$ cat src/rtl/cwk_pkg.sv
`default_nettype none

package cwk_pkg;

    // fixed widths of the register file
    localparam int CFG_INDEX_WIDTH = 2;
    localparam int CFG_DATA_WIDTH  = 16;
    localparam int HOLD_TICKS_WIDTH = 16;

    // default hold counter width
    localparam int HOLD_COUNT_WIDTH_DEFAULT = 16;

    // reset value of the hold period
    localparam logic [HOLD_TICKS_WIDTH-1:0] HOLD_TICKS_RESET = 16'd1000;

    // register indexes
    typedef enum logic [CFG_INDEX_WIDTH-1:0] {
        CFG_SEMI_BREAKIN  = 2'd0,
        CFG_HOST_SELECT   = 2'd1,
        CFG_EXT_SOUND     = 2'd2,
        CFG_HOLD_TICKS    = 2'd3
    } cfg_index_t;

    // host signalling codes
    localparam logic [1:0] HOST_NONE = 2'd0;
    localparam logic [1:0] HOST_ATU  = 2'd1;
    localparam logic [1:0] HOST_AMP  = 2'd2;

    // configuration as seen by the control logic
    typedef struct packed {
        logic                        semi_breakin_on;
        logic [1:0]                  host_signal_select;
        logic                        external_sound_on;
        logic [HOLD_TICKS_WIDTH-1:0] hold_ticks;
    } cwk_cfg_t;

    // input beat
    typedef struct packed {
        logic paddle_a_level;
        logic paddle_b_level;
        logic host_request;
        logic timer_tick;
    } cwk_in_t;

    // result beat
    typedef struct packed {
        logic tx_line;
        logic sidetone_line;
        logic atu_request;
        logic atu_request_enable;
        logic amp_line_n;
    } cwk_out_t;

    // status from the control logic
    typedef struct packed {
        logic atu_enable;
        logic hold_expired;
        logic hold_zero;
    } cwk_status_t;

endpackage

`default_nettype wire

$ cat src/rtl/cw_keying_semi_breakin_control_core.sv
// Morse key transmit controller, one poll per input beat.
// Input channel (in_valid / in_stall / in_data) carries the paddle levels,
// the host transmit request and the hold-timer tick of one poll. The output
// channel (out_valid / out_stall / out_data) returns one beat per poll with
// the TX, sidetone, ATU request, ATU enable and amplifier line states after
// that poll. Configuration is written through cfg_we / cfg_index / cfg_data;
// the user must write it only while the block is idle, which the block does not enforce.
// A beat accepted into the input register is processed from there and its
// result is registered in the result register, which drives out_valid.
// Throughput: one beat per cycle while the output is not stalled; the input
// register feeds the step logic and the result register in a single pass.
// A stall on the output holds the result register; the input register then
// fills and in_stall rises in the same cycle, so no beat is lost.
// Reset clears both pipeline stages, sets normal keying mode, a hold period
// of 1000 ticks, all lines off (amplifier line high) and the hold timer
// expired.
`default_nettype none

module cw_keying_semi_breakin_control_core #(
    parameter int HOLD_COUNT_WIDTH = cwk_pkg::HOLD_COUNT_WIDTH_DEFAULT
) (
    input  wire logic                                 clk,
    input  wire logic                                 rst_n,
    input  wire logic                                 in_valid,
    output logic                                      in_stall,
    input  wire cwk_pkg::cwk_in_t                     in_data,
    output logic                                      out_valid,
    input  wire logic                                 out_stall,
    output cwk_pkg::cwk_out_t                         out_data,
    input  wire logic                                 cfg_we,
    input  wire logic [cwk_pkg::CFG_INDEX_WIDTH-1:0]  cfg_index,
    input  wire logic [cwk_pkg::CFG_DATA_WIDTH-1:0]   cfg_data
);
    import cwk_pkg::*;

    cwk_cfg_t    cfg;
    cwk_status_t status;
    cwk_out_t    result_next;

    logic        s1_valid_reg;
    cwk_in_t     s1_data_reg;
    logic        out_valid_reg;
    cwk_out_t    out_data_reg;
    logic        advance;
    logic        fire;

    // configuration registers
    cwk_cfg_regs u_cfg (
        .clk       (clk),
        .rst_n     (rst_n),
        .cfg_we    (cfg_we),
        .cfg_index (cfg_index),
        .cfg_data  (cfg_data),
        .cfg       (cfg)
    );

    // keying state and step logic
    cwk_ctrl #(
        .HOLD_COUNT_WIDTH (HOLD_COUNT_WIDTH)
    ) u_ctrl (
        .clk         (clk),
        .rst_n       (rst_n),
        .cfg         (cfg),
        .fire        (fire),
        .item        (s1_data_reg),
        .result_next (result_next),
        .status      (status)
    );

    // pipeline flow control
    assign advance  = !out_valid_reg || !out_stall;
    assign fire     = s1_valid_reg && advance;
    assign in_stall = s1_valid_reg && !advance;

    // valid bits
    always_ff @(posedge clk or negedge rst_n)
    begin
        if (!rst_n)
        begin
            s1_valid_reg  <= 1'b0;
            out_valid_reg <= 1'b0;
        end
        else
        begin
            if (!in_stall)
                s1_valid_reg <= in_valid;
            if (advance)
                out_valid_reg <= s1_valid_reg;
        end
    end

    // beat payload registers
    always_ff @(posedge clk)
    begin
        if (in_valid && !in_stall)
            s1_data_reg <= in_data;
        if (fire)
            out_data_reg <= result_next;
    end

    assign out_valid = out_valid_reg;
    assign out_data  = out_data_reg;

    // input only stalls with both stages full and the output held
    assert property (@(posedge clk) disable iff (!rst_n)
        in_stall |-> (s1_valid_reg && out_valid_reg && out_stall))
        else $error("input stall without a full pipeline");

    // atu enable is sticky
    assert property (@(posedge clk) disable iff (!rst_n)
        status.atu_enable |=> status.atu_enable)
        else $error("atu enable cleared");

    // an expired hold timer always sits at zero
    assert property (@(posedge clk) disable iff (!rst_n)
        status.hold_expired |-> status.hold_zero)
        else $error("hold timer expired with nonzero count");

    // a fired beat lands in the output register
    assert property (@(posedge clk) disable iff (!rst_n)
        fire |=> out_valid_reg)
        else $error("processed beat missing from output");

endmodule

`default_nettype wire

$ cat src/rtl/cwk_cfg_regs.sv
`default_nettype none

module cwk_cfg_regs (
    input  wire logic                                 clk,
    input  wire logic                                 rst_n,
    input  wire logic                                 cfg_we,
    input  wire logic [cwk_pkg::CFG_INDEX_WIDTH-1:0]  cfg_index,
    input  wire logic [cwk_pkg::CFG_DATA_WIDTH-1:0]   cfg_data,
    output cwk_pkg::cwk_cfg_t                         cfg
);
    import cwk_pkg::*;

    cwk_cfg_t cfg_reg;

    // register writes, decoded by index
    always_ff @(posedge clk or negedge rst_n)
    begin
        if (!rst_n)
        begin
            cfg_reg.semi_breakin_on    <= 1'b0;
            cfg_reg.host_signal_select <= HOST_NONE;
            cfg_reg.external_sound_on  <= 1'b0;
            cfg_reg.hold_ticks         <= HOLD_TICKS_RESET;
        end
        else if (cfg_we)
        begin
            unique case (cfg_index_t'(cfg_index))
                CFG_SEMI_BREAKIN: cfg_reg.semi_breakin_on    <= cfg_data[0];
                CFG_HOST_SELECT:  cfg_reg.host_signal_select <= cfg_data[1:0];
                CFG_EXT_SOUND:    cfg_reg.external_sound_on  <= cfg_data[0];
                CFG_HOLD_TICKS:   cfg_reg.hold_ticks         <= cfg_data[HOLD_TICKS_WIDTH-1:0];
                default:          cfg_reg                    <= cfg_reg;
            endcase
        end
    end

    assign cfg = cfg_reg;

endmodule

`default_nettype wire

$ cat src/rtl/cwk_ctrl.sv
`default_nettype none

module cwk_ctrl #(
    parameter int HOLD_COUNT_WIDTH = cwk_pkg::HOLD_COUNT_WIDTH_DEFAULT
) (
    input  wire logic            clk,
    input  wire logic            rst_n,
    input  wire cwk_pkg::cwk_cfg_t cfg,
    input  wire logic            fire,
    input  wire cwk_pkg::cwk_in_t  item,
    output cwk_pkg::cwk_out_t    result_next,
    output cwk_pkg::cwk_status_t status
);
    import cwk_pkg::*;

    typedef enum logic [1:0] {
        PH_IDLE       = 2'd0,
        PH_CHECK_REQ  = 2'd1,
        PH_CHECK_UP   = 2'd2,
        PH_CHECK_HOLD = 2'd3
    } phase_t;

    phase_t                      phase_reg, phase_next;
    logic                        keyed_reg, keyed_next;
    logic [HOLD_COUNT_WIDTH-1:0] count_reg, count_next;
    logic                        expired_reg, expired_next;
    logic                        tx_reg, tx_next;
    logic                        side_reg, side_next;
    logic                        atu_reg, atu_next;
    logic                        atu_en_reg, atu_en_next;
    logic                        amp_reg, amp_next;

    logic                        pressed;
    logic [HOLD_COUNT_WIDTH-1:0] load_value;

    assign pressed    = !item.paddle_a_level || !item.paddle_b_level;
    assign load_value = HOLD_COUNT_WIDTH'(cfg.hold_ticks);

    // one step of the keying control
    always_comb
    begin
        phase_next   = phase_reg;
        keyed_next   = keyed_reg;
        count_next   = count_reg;
        expired_next = expired_reg;
        tx_next      = tx_reg;
        side_next    = side_reg;
        atu_next     = atu_reg;
        atu_en_next  = atu_en_reg;
        amp_next     = amp_reg;

        // hold timer runs first, stops at zero
        if (item.timer_tick)
        begin
            if (count_reg <= HOLD_COUNT_WIDTH'(1))
            begin
                count_next   = '0;
                expired_next = 1'b1;
            end
            else
            begin
                count_next = count_reg - HOLD_COUNT_WIDTH'(1);
            end
        end

        if (cfg.semi_breakin_on)
        begin
            unique case (phase_reg)
                PH_IDLE:
                begin
                    if (pressed)
                    begin
                        if (cfg.host_signal_select == HOST_ATU)
                        begin
                            atu_next    = 1'b1;
                            atu_en_next = 1'b1;
                        end
                        else if (cfg.host_signal_select == HOST_AMP)
                        begin
                            amp_next = 1'b0;
                        end
                        count_next   = load_value;
                        expired_next = 1'b0;
                        phase_next   = PH_CHECK_REQ;
                    end
                end
                PH_CHECK_REQ:
                begin
                    if (item.host_request)
                    begin
                        if (pressed)
                        begin
                            count_next   = load_value;
                            expired_next = 1'b0;
                            tx_next      = 1'b1;
                            if (cfg.external_sound_on)
                                side_next = 1'b1;
                        end
                        phase_next = PH_CHECK_UP;
                    end
                    else
                    begin
                        phase_next = PH_CHECK_HOLD;
                    end
                end
                PH_CHECK_UP:
                begin
                    if (!pressed)
                    begin
                        tx_next = 1'b0;
                        if (cfg.external_sound_on)
                            side_next = 1'b0;
                    end
                    phase_next = PH_CHECK_HOLD;
                end
                PH_CHECK_HOLD:
                begin
                    // timer already updated for this poll
                    if (expired_next)
                    begin
                        if (cfg.host_signal_select == HOST_ATU)
                            atu_next = 1'b0;
                        else if (cfg.host_signal_select == HOST_AMP)
                            amp_next = 1'b1;
                        phase_next = PH_IDLE;
                    end
                    else
                    begin
                        phase_next = PH_CHECK_REQ;
                    end
                end
                default:
                begin
                    phase_next = PH_IDLE;
                end
            endcase
        end
        else if (item.host_request)
        begin
            // straight keying
            if (!pressed && keyed_reg)
            begin
                keyed_next = 1'b0;
                tx_next    = 1'b0;
                if (cfg.external_sound_on)
                    side_next = 1'b0;
            end
            else if (pressed && !keyed_reg)
            begin
                keyed_next = 1'b1;
                tx_next    = 1'b1;
                if (cfg.external_sound_on)
                    side_next = 1'b1;
            end
        end
    end

    // state update, one step per fired beat
    always_ff @(posedge clk or negedge rst_n)
    begin
        if (!rst_n)
        begin
            phase_reg   <= PH_IDLE;
            keyed_reg   <= 1'b0;
            count_reg   <= '0;
            expired_reg <= 1'b1;
            tx_reg      <= 1'b0;
            side_reg    <= 1'b0;
            atu_reg     <= 1'b0;
            atu_en_reg  <= 1'b0;
            amp_reg     <= 1'b1;
        end
        else if (fire)
        begin
            phase_reg   <= phase_next;
            keyed_reg   <= keyed_next;
            count_reg   <= count_next;
            expired_reg <= expired_next;
            tx_reg      <= tx_next;
            side_reg    <= side_next;
            atu_reg     <= atu_next;
            atu_en_reg  <= atu_en_next;
            amp_reg     <= amp_next;
        end
    end

    // result is the line state after the step
    always_comb
    begin
        result_next.tx_line            = tx_next;
        result_next.sidetone_line      = side_next;
        result_next.atu_request        = atu_next;
        result_next.atu_request_enable = atu_en_next;
        result_next.amp_line_n         = amp_next;
    end

    assign status.atu_enable   = atu_en_reg;
    assign status.hold_expired = expired_reg;
    assign status.hold_zero    = (count_reg == '0);

endmodule

`default_nettype wire

$ cat config.mk
export PLATFORM = sky130hd
export DESIGN_NAME = cw_keying_semi_breakin_control_core
export DESIGN_NICKNAME = d
export VERILOG_FILES = /design/src/rtl/cwk_pkg.sv /design/src/rtl/cw_keying_semi_breakin_control_core.sv /design/src/rtl/cwk_cfg_regs.sv /design/src/rtl/cwk_ctrl.sv
export SDC_FILE = /design/constraint.sdc
export NUM_CORES = 1
export LEC_CHECK = 0
export BUFFER_PORTS_ARGS = -buffer_cell sky130_fd_sc_hd__buf_2
export CORE_AREA = 2 2 95 97
export DETAILED_ROUTE_END_ITERATION = 8
export DIE_AREA = 0 0 97 99
export PLACE_DENSITY = 0.55
export SETUP_SLACK_MARGIN = 0.4
export SLEW_MARGIN = 20
export SYNTH_ARGS = -nofsm -noshare
export SYNTH_HDL_FRONTEND = slang
export SYNTH_SLANG_ARGS = --single-unit
$ cat constraint.sdc
create_clock -name clk -period 2.02 [get_ports clk]
set_input_delay 0.101 -clock clk [delete_from_list [all_inputs] [get_ports clk]]
set_output_delay 0.101 -clock clk [all_outputs]
set_load 0.02 [all_outputs]
==> flow_summary.ini <==
[min_path]
min_delay_path_depth = 2
hold_path.startpoint = cfg_data[10]
hold_wc_path_type = in -> reg
whs_endpoint = u_cfg.cfg[10]$_DFFE_PN0P_

[sta]
timing.slew.headroom = 0.736
final_number_of_hold_violating_endpoints = 0
worst_clock_skew_ns = 0.00631
fmax_ghz = 0.488
rsz0062_at_grt = true
maxSlewViolCount = 0
final.min_clock_period_ns = 2.05
layout_setup_ws_ns = -0.0313
period_share = 1.02
finalSetupTns_ns = -0.0705
final-setup-viol-count = 5
fin_worst_hold_slack_ns = 0.00960
tightestPinTransition_ns = 0.390

[detailed_routing]
drtAntennaViolNets = 0
met2_wirelength_um = 4100
routed_met1_length_um = 3670
vias = 2714
drtIter0Drc = 149
detail_route.wl_per_cell_um = 16.6
drt_drc_violations_left = 0
avgViaCountPerCell = 5.45
met3WireLength_um = 334
drt-total-wl_um = 8260
highest-signal-layer = met4
drt-pass1-iter-count = 4

[status]
run_status = complete, but fails checks
violations_in_the_final_reports = negative setup slack

[finish]
finish.cell_count_without_fillers = 498
finish.net_count = 424
multiInputGateArea_mm2 = 0.00180
fillerInstances = 757
antennaDiodeCount = 0
areaGrowthSynthToFinish_pct = 46.4
final_util = 0.514
final-seq-area_mm2 = 0.00146
largest_register_ff_count = 20
post_route_cells_drive_above_1_share = 0.510

[yosys]
synthesis.instances = 284
netlist.area_leader.share = 0.325
synth.most_common_cell = sky130_fd_sc_hd__dfrtp_1
synth.net_count = 319
post_synth_num_cell_types = 61
yosysSeqAreaShare = 0.485
yosys_most_used_dff = sky130_fd_sc_hd__dfrtp_1
syn-mean-instance-area_um2 = 10.6
number_of_synthesized_flops_with_an_enable_pin = 9
synth_common_cells = 39 x sky130_fd_sc_hd__dfrtp_1, 23 x sky130_fd_sc_hd__mux2_2, 20 x sky130_fd_sc_hd__nand2_1, 20 x sky130_fd_sc_hd__o21ai_0, 15 x sky130_fd_sc_hd__inv_1
synthTopCellsByArea = sky130_fd_sc_hd__dfrtp_1 33%, sky130_fd_sc_hd__edfxtp_1 9.0%, sky130_fd_sc_hd__mux2_2 8.6%, sky130_fd_sc_hd__dfstp_2 7.0%, sky130_fd_sc_hd__ha_1 3.3%
netlist_area_mm2 = 0.00300
post-synth-top-area-cell = sky130_fd_sc_hd__dfrtp_1
synthArstFlopShare = 0.839
ys_warn_count = 0
ys_ff_latch = 56

[worst_setup_path]
reg2reg_setup_slack_ns = -0.03
worstPathArrival_ns = 2.31
worst_ep_required_time_ns = 2.28
critical_path.startpoint_type = flop
timing.reg2reg.worst_path_depth = 5
reg2reg_to = u_ctrl.count_reg[15]$_DFFE_PN0P_
path_max_fanout = 4
endpoint_kind = flop
path_class = reg -> reg
regToRegStartpoint = u_ctrl.count_reg[4]$_DFFE_PN0P_

[clocking]
path_clk_slew_ns = 0.10
tritoncts_num_sinks = 56
clock_latency_ns = 0.31
clock_path_buffers = 2
cts_root_buffer = sky130_fd_sc_hd__clkbuf_8
tritoncts_clock_tree = done
tritoncts_buffers = 5
clock_tree.htree_level_count = 2

[die]
floorplan.initialDensity = 0.351
die_height_um = 99
die_area_mm2 = 0.00960
core.rowCount = 34
die_x_um = 97
top_level_ports = 34
coreArea_mm2 = 0.00855

[global_routing]
grt_max_degree = 48
grt-ovfl-total = 0
groute.usage.overall = 0.167
antenna_found_initial = 0
grt_pass1_wl_um = 13300
number_of_global_route_vias_before_repair = 2719

[pwr]
ir_worst_vdd_uv = 458
totalPowerFinal_mw = 4.66
power.leakage_nw = 1.81
power-per-cell-area_mw_per_mm2 = 1060

[flow_run]
cap_violations = 0

[place]
detailed_place_hpwl_um = 5520
placedCellCount = 460
io_buffers = 33
finalWeightedCongestion = 0.833
==> routing by layer <==
layer | up-vias | global-route usage
met5 | - | 0
met4 | 0 | 0.0444
met3 | 11 | 0.0206
met2 | 54 | 0.293
met1 | 1360 | 0.220
li1 | 1289 | -
==> kinds of logic (layout without fill, tap and decap cells) <==
kind of cell | after synthesis | after routing | share of synthesized area
simple gates | 80 | 80 | 0.145
compound gates | 86 | 86 | 0.207
xor+xnor | 1 | 1 | 0.00292
fa+ha+maj | 8 | 8 | 0.0333
mux | 24 | 24 | 0.0896
flops | 56 | 56 | 0.485
buf+inv | 29 | 135 | 0.0367
==> worst max-delay path, stage by stage (launching register included) <==
cell and delay, ns:
sky130_fd_sc_hd__dfrtp_1 0.40, sky130_fd_sc_hd__or4_4 0.55, sky130_fd_sc_hd__or3_4 0.38, sky130_fd_sc_hd__or4_4 0.42, sky130_fd_sc_hd__a21oi_1 0.14, sky130_fd_sc_hd__a221o_2 0.12
==> through the flow <==
step	instance area (um^2)	worst slack, ns
2_1_floorplan	3070	-0.00882
3_3_place_gp	3690	-0.0114
3_5_place_dp	3690	-0.0533
4_1_cts	4200	-0.0400
5_1_grt	4390	-0.0772
6_report	4390	-0.0313
==> placed cells by master (no fill, tap or decap), drive strengths merged, types with 3 or more instances in the layout <==
master       instances
buf                105
dfrtp               39
mux2                23
nand2               20
o21ai               20
inv                 15
nor2                11
nor3                11
edfxtp               9
a21oi                9
dfstp                8
ha                   8
clkbuf               7
nor4                 7
dlygate4sd3          6
nand3                5
a221o                5
o31ai                5
a31oi                4
o2bb2ai              4
a22oi                4
or4                  4
or2                  4
nor2b                3
a32oi                3
o21a                 3
==> area by class of cell <==
| class | instances | area share |
|---|---|---|
| Multi-Input combinational cell | 199 | 0.409 |
| Sequential cell | 56 | 0.331 |
| Timing Repair Buffer | 111 | 0.192 |
| Tap cell | 108 | 0.0308 |
| Clock buffer | 7 | 0.0222 |
| Inverter | 16 | 0.0140 |
| Clock inverter | 1 | 0.00114 |
==> repair_timing <==
| item | CTS | global route |
|---|---|---|
| pin swaps | 17 | 26 |
| gates resized for setup | 51 | 29 |
| endpoints found under the hold margin | 44 | 0 |
| cloned | 0 | 0 |
| setup buffers | 18 | 6 |
| setup endpoints to repair | 25 | 26 |
| hold buffers | 6 | 0 |
==> how the worst max path moves through the flow <==
stage | depth (start not counted) | slack, ns | endpoint | startpoint
5_1_grt | 5 | -0.08 | u_ctrl.count_reg[13]$_DFFE_PN0P_ | u_ctrl.count_reg[4]$_DFFE_PN0P_
6_report | 5 | -0.03 | u_ctrl.count_reg[15]$_DFFE_PN0P_ | u_ctrl.count_reg[4]$_DFFE_PN0P_
3_5_place_dp | 7 | -0.05 | u_ctrl.count_reg[10]$_DFFE_PN0P_ | s1_data_reg[0]$_DFFE_PP_
3_3_place_gp | 7 | -0.01 | u_ctrl.count_reg[7]$_DFFE_PN0P_ | s1_data_reg[0]$_DFFE_PP_
4_1_cts | 5 | -0.04 | u_ctrl.count_reg[15]$_DFFE_PN0P_ | u_ctrl.count_reg[4]$_DFFE_PN0P_
2_1_floorplan | 5 | -0.009 | u_ctrl.count_reg[15]$_DFFE_PN0P_ | u_ctrl.count_reg[5]$_DFFE_PN0P_
==> where the power goes <==
group | leakage [nW] | switching [mW] | internal, mW
clock network | 0.0534 | 0.374 | 0.319
registers | 0.617 | 0.236 | 1.48
logic | 1.14 | 1.08 | 1.16
total | 1.81 | 1.69 | 2.96
No activity file was read; power rests on OpenSTA's default activity.
